### src/hdl/bic_pkg.sv
// ----------------------------------------------------------------------------
// bic_pkg
// shared types, codes and tables of the banked interrupt controller
// ----------------------------------------------------------------------------
package bic_pkg;

  typedef enum logic [2:0] {
    FUNC_SET_EN  = 3'd0,
    FUNC_CLR_EN  = 3'd1,
    FUNC_RD_EN   = 3'd2,
    FUNC_RD_PEND = 3'd3,
    FUNC_RD_NEXT = 3'd4
  } func_e;

  localparam logic [1:0] BANK_LOCAL = 2'd0;
  localparam logic [1:0] BANK_LOW   = 2'd1;
  localparam logic [1:0] BANK_HIGH  = 2'd2;

  localparam int unsigned SC_COUNT  = 11;
  localparam int unsigned SC1_COUNT = 5;

  // peripheral lines mirrored into the bank 0 pending word, bits 10 upward
  localparam logic [4:0] SC_LINE [SC_COUNT] = '{
    5'd7, 5'd9, 5'd10, 5'd18, 5'd19,
    5'd21, 5'd22, 5'd23, 5'd24, 5'd25, 5'd30
  };

  typedef struct packed {
    logic [7:0]  loc_en;
    logic [31:0] low_en;
    logic [31:0] high_en;
  } en_t;

  typedef struct packed {
    logic [31:0] p0;
    logic [31:0] p1;
    logic [31:0] p2;
  } pend_t;

  typedef struct packed {
    logic [2:0]  func;
    logic [1:0]  bank;
    logic [31:0] wdata;
  } req_t;

  // index of the lowest set bit, zero when none
  function automatic logic [4:0] low_bit_idx(input logic [31:0] v);
    logic [4:0] idx;
    idx = '0;
    for (int i = 31; i >= 0; i--) begin
      if (v[i]) begin
        idx = 5'(i);
      end
    end
    return idx;
  endfunction

endpackage

### src/hdl/banked_interrupt_controller.sv
// ----------------------------------------------------------------------------
// banked_interrupt_controller
// three-bank interrupt controller with shortcut bits, one access per transfer
// ----------------------------------------------------------------------------
// usage:
//   each slave-side transfer carries one register access (func, bank, wdata)
//   together with a sample of the 8 local and 64 peripheral raw lines
//   each access yields exactly one master-side transfer with the read data,
//   the next interrupt number and its valid flag
//   the access is held in an input register; the enables, pending words and
//   priority decode sit between it and the result register
//   the result register loads the decode of the held access once it can
//   advance, and the result transfer is driven from the result register
//   throughput: one access per cycle while the receiver takes each result,
//   set by the single enable update and decode path between the registers
//   the decode uses the enables from before the access; a write shows up
//   for the next access
//   reset clears all enables and empties both registers
//   when the receiver stalls the result register holds and the input
//   register keeps one more access before tready drops
// ----------------------------------------------------------------------------
module banked_interrupt_controller (
  input  logic         clk_i,
  input  logic         rst_ni,
  input  logic         s_axis_tvalid_i,
  output logic         s_axis_tready_o,
  // wdata[31:0], raw_local[39:32], raw_gpu_low[71:40], raw_gpu_high[103:72]
  input  logic [103:0] s_axis_tdata_i,
  // func[2:0], bank[4:3]
  input  logic [4:0]   s_axis_tuser_i,
  output logic         m_axis_tvalid_o,
  input  logic         m_axis_tready_i,
  // rdata[31:0], irq_number[38:32], zero fill[39]
  output logic [39:0]  m_axis_tdata_o,
  // irq_valid[0]
  output logic         m_axis_tuser_o
);
  import bic_pkg::*;

  // input register
  logic        in_valid_q;
  req_t        req_q;
  logic [7:0]  raw_local_q;
  logic [31:0] raw_low_q, raw_high_q;

  // result register
  logic        out_valid_q;
  logic [31:0] rdata_q, rdata_d;
  logic [6:0]  irq_number_q;
  logic        irq_valid_q;

  logic        advance;   // result register can take a new value
  logic        fire;      // the held access is processed this cycle
  logic        s_accept;
  en_t         en;
  pend_t       pend;
  logic [6:0]  irq_number;
  logic        irq_valid;

  assign advance         = !out_valid_q || m_axis_tready_i;
  assign fire            = in_valid_q && advance;
  assign s_axis_tready_o = !in_valid_q || advance;
  assign s_accept        = s_axis_tvalid_i && s_axis_tready_o;

  always_ff @(posedge clk_i or negedge rst_ni) begin
    if (!rst_ni) begin
      in_valid_q <= 1'b0;
    end else if (s_axis_tready_o) begin
      in_valid_q <= s_axis_tvalid_i;
    end
  end

  // payload of the input register, no reset needed
  always_ff @(posedge clk_i) begin
    if (s_accept) begin
      req_q.func  <= s_axis_tuser_i[2:0];
      req_q.bank  <= s_axis_tuser_i[4:3];
      req_q.wdata <= s_axis_tdata_i[31:0];
      raw_local_q <= s_axis_tdata_i[39:32];
      raw_low_q   <= s_axis_tdata_i[71:40];
      raw_high_q  <= s_axis_tdata_i[103:72];
    end
  end

  bic_enables u_enables (
    .clk_i  (clk_i),
    .rst_ni (rst_ni),
    .fire_i (fire),
    .req_i  (req_q),
    .en_o   (en)
  );

  bic_pending u_pending (
    .en_i           (en),
    .raw_local_i    (raw_local_q),
    .raw_gpu_low_i  (raw_low_q),
    .raw_gpu_high_i (raw_high_q),
    .pend_o         (pend),
    .irq_number_o   (irq_number),
    .irq_valid_o    (irq_valid)
  );

  // read data: enable or pending word of the addressed bank, zero otherwise
  always_comb begin
    rdata_d = '0;
    case (req_q.func)
      FUNC_RD_EN: begin
        case (req_q.bank)
          BANK_LOCAL: rdata_d = {24'b0, en.loc_en};
          BANK_LOW:   rdata_d = en.low_en;
          BANK_HIGH:  rdata_d = en.high_en;
          default:    rdata_d = '0;
        endcase
      end
      FUNC_RD_PEND: begin
        case (req_q.bank)
          BANK_LOCAL: rdata_d = pend.p0;
          BANK_LOW:   rdata_d = pend.p1;
          BANK_HIGH:  rdata_d = pend.p2;
          default:    rdata_d = '0;
        endcase
      end
      default: rdata_d = '0;
    endcase
  end

  always_ff @(posedge clk_i or negedge rst_ni) begin
    if (!rst_ni) begin
      out_valid_q <= 1'b0;
    end else if (advance) begin
      out_valid_q <= in_valid_q;
    end
  end

  always_ff @(posedge clk_i) begin
    if (fire) begin
      rdata_q      <= rdata_d;
      irq_number_q <= irq_number;
      irq_valid_q  <= irq_valid;
    end
  end

  assign m_axis_tvalid_o = out_valid_q;
  assign m_axis_tdata_o  = {1'b0, irq_number_q, rdata_q};
  assign m_axis_tuser_o  = irq_valid_q;

endmodule

### src/hdl/bic_enables.sv
// ----------------------------------------------------------------------------
// bic_enables
// enable registers of the three banks with set and clear access
// ----------------------------------------------------------------------------
module bic_enables (
  input  logic          clk_i,
  input  logic          rst_ni,
  input  logic          fire_i,
  input  bic_pkg::req_t req_i,
  output bic_pkg::en_t  en_o
);
  import bic_pkg::*;

  en_t en_q, en_d;

  always_comb begin
    en_d = en_q;
    if (fire_i) begin
      case (req_i.func)
        FUNC_SET_EN: begin
          case (req_i.bank)
            BANK_LOCAL: en_d.loc_en  = en_q.loc_en | req_i.wdata[7:0];
            BANK_LOW:   en_d.low_en  = en_q.low_en | req_i.wdata;
            BANK_HIGH:  en_d.high_en = en_q.high_en | req_i.wdata;
            default: ;
          endcase
        end
        FUNC_CLR_EN: begin
          case (req_i.bank)
            BANK_LOCAL: en_d.loc_en  = en_q.loc_en & ~req_i.wdata[7:0];
            BANK_LOW:   en_d.low_en  = en_q.low_en & ~req_i.wdata;
            BANK_HIGH:  en_d.high_en = en_q.high_en & ~req_i.wdata;
            default: ;
          endcase
        end
        default: ;
      endcase
    end
  end

  always_ff @(posedge clk_i or negedge rst_ni) begin
    if (!rst_ni) begin
      en_q <= '0;
    end else begin
      en_q <= en_d;
    end
  end

  assign en_o = en_q;

endmodule

### src/hdl/bic_pending.sv
// ----------------------------------------------------------------------------
// bic_pending
// pending words and priority decode of the next interrupt
// ----------------------------------------------------------------------------
module bic_pending (
  input  bic_pkg::en_t  en_i,
  input  logic [7:0]    raw_local_i,
  input  logic [31:0]   raw_gpu_low_i,
  input  logic [31:0]   raw_gpu_high_i,
  output bic_pkg::pend_t pend_o,
  output logic [6:0]    irq_number_o,
  output logic          irq_valid_o
);
  import bic_pkg::*;

  logic [31:0] p0, p1, p2;
  logic [4:0]  idx_loc, idx_sc1, idx_sc2, idx_p1, idx_p2;
  logic [3:0]  k1, k2;

  always_comb begin
    p1 = raw_gpu_low_i & en_i.low_en;
    p2 = raw_gpu_high_i & en_i.high_en;
    p0 = '0;
    p0[7:0] = raw_local_i & en_i.loc_en;
    p0[8]   = |p1;
    p0[9]   = |p2;
    for (int k = 0; k < SC_COUNT; k++) begin
      if (k < SC1_COUNT) begin
        p0[10+k] = p1[SC_LINE[k]];
      end else begin
        p0[10+k] = p2[SC_LINE[k]];
      end
    end
  end

  always_comb begin
    idx_loc = low_bit_idx({24'b0, p0[7:0]});
    idx_sc1 = low_bit_idx({27'b0, p0[14:10]});
    idx_sc2 = low_bit_idx({26'b0, p0[20:15]});
    idx_p1  = low_bit_idx(p1);
    idx_p2  = low_bit_idx(p2);
    k1      = idx_sc1[3:0];
    k2      = idx_sc2[3:0] + 4'(SC1_COUNT);

    irq_valid_o  = 1'b1;
    irq_number_o = '0;
    if (|p0[7:0]) begin
      irq_number_o = {2'b00, idx_loc};
    end else if (|p0[14:10]) begin
      irq_number_o = 7'd32 + {2'b00, SC_LINE[k1]};
    end else if (|p0[20:15]) begin
      irq_number_o = 7'd64 + {2'b00, SC_LINE[k2]};
    end else if (p0[8]) begin
      irq_number_o = 7'd32 + {2'b00, idx_p1};
    end else if (p0[9]) begin
      irq_number_o = 7'd64 + {2'b00, idx_p2};
    end else begin
      irq_valid_o = 1'b0;
    end
  end

  assign pend_o = '{p0: p0, p1: p1, p2: p2};

endmodule

### config.mk
export PLATFORM = sky130hd
export DESIGN_NAME = banked_interrupt_controller
export DESIGN_NICKNAME = d
export VERILOG_FILES = /design/src/hdl/bic_pkg.sv /design/src/hdl/banked_interrupt_controller.sv /design/src/hdl/bic_enables.sv /design/src/hdl/bic_pending.sv
export SDC_FILE = /design/constraint.sdc
export NUM_CORES = 1
export LEC_CHECK = 0
export ABC_AREA = 1
export BUFFER_PORTS_ARGS = -buffer_cell sky130_fd_sc_hd__clkbuf_2
export CAP_MARGIN = 20
export CORE_MARGIN = 10
export CORE_UTILIZATION = 30
export CTS_BUF_LIST = sky130_fd_sc_hd__clkbuf_4 sky130_fd_sc_hd__clkbuf_8 sky130_fd_sc_hd__clkbuf_16
export CTS_CLUSTER_SIZE = 10
export DETAILED_ROUTE_END_ITERATION = 12
export PLACE_DENSITY = 0.59
export SYNTH_ARGS = -nofsm -noshare
export SYNTH_HDL_FRONTEND = slang
export SYNTH_HIERARCHICAL = 1
export SYNTH_SLANG_ARGS = --single-unit
### constraint.sdc
create_clock -name clk_i -period 3.4 [get_ports clk_i]
set_clock_uncertainty 0.2 [all_clocks]
set_input_delay 0.68 -clock clk_i [delete_from_list [all_inputs] [get_ports clk_i]]
set_output_delay 0.68 -clock clk_i [all_outputs]
set_load 0.005 [all_outputs]
==> flow_summary.rst <==
.. list-table::
   :header-rows: 1

   * - Metric
     - Value
   * - CTS tree
     - built
   * - Violation count after the first detailed-route iteration
     - 1,076
   * - Most used flip-flop cell after synthesis
     - edfxtp_1
   * - Clock transition at the register clock pins on the worst setup and hold paths after CTS
     - 60 ps
   * - Number of top-level pins
     - around 160
   * - Global route overflow
     - 0
   * - # diodes
     - 0
   * - Max frequency
     - 358 MHz
   * - Chip width
     - about 220 um
   * - Power Density
     - 659 mW/mm^2
   * - Sequential element share of the synthesized area
     - 0.542
   * - CP dominant cell by count
     - nand2_1
   * - Seq cells post-synth
     - ~220
   * - Number of nets in the final layout
     - 1,608
   * - Largest fanout on the critical path
     - 3
   * - Number of buffers added on ports
     - between 150 and 200
   * - DRT Pass-1 Iters
     - 7
   * - Status
     - complete, no violations
   * - Half-perimeter wire length after placement
     - roughly 27,000 um
   * - Critical Path Slowest Stage Cell
     - dfrtp_1
   * - Number of instances in the synthesized netlist
     - 1,360
   * - Total setup buffers inserted after CTS
     - 0
   * - Element type at the critical path end
     - flip-flop
   * - Crit path required time
     - 3520 ps
   * - Pins over their slew limit
     - 0
   * - Worst supply voltage drop on vdd
     - 343 uV
   * - Cts repair resizes
     - 0
   * - Total Power
     - 9.05 mW
   * - RSZ-0062 raised after global routing
     - no
   * - Maxcap violations
     - 0
   * - Cell chosen for the clock root
     - clkbuf_16
   * - Clock insertion delay at the later pin of the skew report
     - roughly 570 ps
   * - Clock sink total
     - around 220
   * - DRC violation count after routing
     - 0
   * - Worst slew margin relative to its limit
     - 0.419
   * - Post-synth design cell area
     - approximately 0.012 sq mm
   * - Die Y-Extent
     - 217 um
   * - Detail-routed via count per cell
     - 4.95
   * - Routed length per instance
     - ~19 um
   * - Setup Viol. Count Final
     - 0
   * - Count of hold-fix buffers inserted at cts
     - 0
   * - Critical path data arrival time
     - around 2900 ps
   * - Transition time at the pin with the least slew margin
     - 872 ps
   * - Number of unique standard cell types used by synthesis
     - 36
   * - Worst Setup Path Type
     - reg -> reg
   * - First-pass GRT wire length
     - 60,100 um
   * - Final Wtd Congestion
     - 0.890
   * - Count of standard-cell rows
     - 72
   * - Number of buffers on the longest clock path
     - 3
   * - List of most frequent post-synthesis cells
     - nand2_1 (533), nand3_1 (196), edfxtp_1 (149), inv_1 (83), nand4_1 (75)
   * - Worst slack on hold paths
     - between 80 and 90 ps
   * - DR vias
     - 10,000
   * - Synth-to-Final Area Change
     - 17.6%
   * - Number of synthesized flops with an enable pin
     - between 100 and 150
   * - H-Tree Depth
     - 1
   * - Setup_tns
     - 0 ps
   * - Via count of the first global-routing pass
     - 9,726
   * - Area contributors post-synth
     - edfxtp_1 (38%), nand2_1 (17%), dfrtp_1 (16%), nand3_1 (8.4%), nand4_1 (4.0%)
   * - Count of warnings emitted by yosys
     - 6
   * - Pin count of the biggest net entering global routing
     - 113
   * - Initial antenna violation count
     - 0
   * - Post-DRT Antenna Nets
     - 0
   * - Mean cell area of the mapped netlist
     - 8.59 sq um
   * - Sort of element at the start of the critical path
     - flip-flop
   * - Async set-reset flop share out of synthesis
     - 0.332
   * - Final routed wirelength across all metal layers
     - 39,200 um
   * - Initial Utilization
     - 0.303
   * - Area leader, netlist
     - edfxtp_1
   * - Die footprint
     - around 0.047 sq mm
   * - Overall Global Routing Usage
     - 0.163
   * - Most common cell in the netlist
     - nand2_1
   * - CTS buffer count
     - 28
   * - Crit path time final
     - around 2800 ps
   * - Fraction of layout instances using a drive strength above 1
     - 0.188
   * - Class of the tightest hold or removal check
     - in -> reg
   * - Slowest cell delay on critical path
     - roughly 390 ps
   * - Total count of hold-check failures in the final report
     - 0
   * - Area of the placeable core
     - 0.0386 sq mm
   * - P_leak
     - roughly 6.8 nW
   * - Crit share post-route
     - 0.821
   * - Area fraction of the dominant cell type after synthesis
     - 0.383
-- where the power goes --
group	internal (mW)	switching (mW)
Sequential	3.41	0.396
Combinational	0.718	1.49
Clock	1.88	1.16
-- final cells by class --
cell class,count,area [sq um]
clock buffers,46,866
clock inverters,6,80.1
fillers,4043,24800
inverters,96,369
multi-input cells,961,4460
flip-flops and latches,223,6330
well taps,518,648
repair buffers,176,986
-- per-layer routing --
| layer | wire length, um | vias to the layer above | global-route usage |
|---|---|---|---|
| li1 | - | 4755 | - |
| met4 | 655 | 0 | 0.0396 |
| met1 | 17600 | 4791 | 0.230 |
| met5 | 0 | - | 0 |
| met3 | 3040 | 44 | 0.0287 |
| met2 | 17800 | 447 | 0.253 |
-- through the flow --
stage / cell area (sq um) / instances / util / setup slack (ps)
global route: 13700 / 2026 / 0.356 / 287
finish: 13700 / 2026 / 0.356 / 607
detailed placement: 12800 / 1972 / 0.331 / 660
global placement: 12800 / 1972 / 0.331 / 666
CTS: 13700 / 2024 / 0.355 / 636
floorplan: 11700 / 1370 / - / 188
-- worst max-delay path: cells and delay by family, from the launching register on --
family | cells | cell delay, ps
AO/OA/AOI/OAI | 3 | 250
AND/OR/NAND/NOR | 29 | 1720
flip-flops | 1 | 390
-- final timing paths --
kind / end / cells past startpoint / start / slack, ps
worst max-delay path: irq_number_q[0] / 32 / flip-flop / 610
worst min-delay path: raw_low_q[8] / 1 / s_axis_tdata_i[48] / 90
worst max register to register: irq_number_q[0] / 32 / flip-flop / 610
worst min register to register: flip-flop / 2 / flip-flop / 310
max in group asynchronous: asynchronous set/reset pin / 3 / rst_ni / 2010
min in group asynchronous: asynchronous set/reset pin / 2 / rst_ni / 350
-- cell families after synthesis --
| family | count (synthesis) | synth area share |
|---|---|---|
| AND/OR/NAND/NOR | 895 | 0.344 |
| XOR/XNOR | 1 | 0.000750 |
| adder cells (fa/ha/maj) | 9 | 0.00964 |
| flip-flops | 223 | 0.542 |
| other | 2 | 0.000643 |
| buffers and inverters | 186 | 0.0817 |
| AO/OA/AOI/OAI | 44 | 0.0220 |
-- cells in the final DEF, fill, tap and decap left out, types with 2 or more instances in the layout --
cell       instances
a21oi_1           17
a31oi_1            5
buf_12             2
buf_4             19
bufinv_16          2
clkbuf_16         29
clkbuf_2         153
clkbuf_4          15
clkbuf_8           2
clkinv_2           4
conb_1            12
dfrtp_1           74
edfxtp_1         149
ha_1               9
inv_1             82
inv_2             11
inv_4              2
nand2_1          533
nand2_2           17
nand2_4           10
nand3_1          196
nand4_1           75
nor2_1            43
nor2_2             3
nor2_4             7
nor2_8             2
nor3_1             8
o21ai_0            5
o21ai_1            6
o221ai_1           2
o31ai_1            2
No activity file was read; power rests on OpenSTA's default activity.
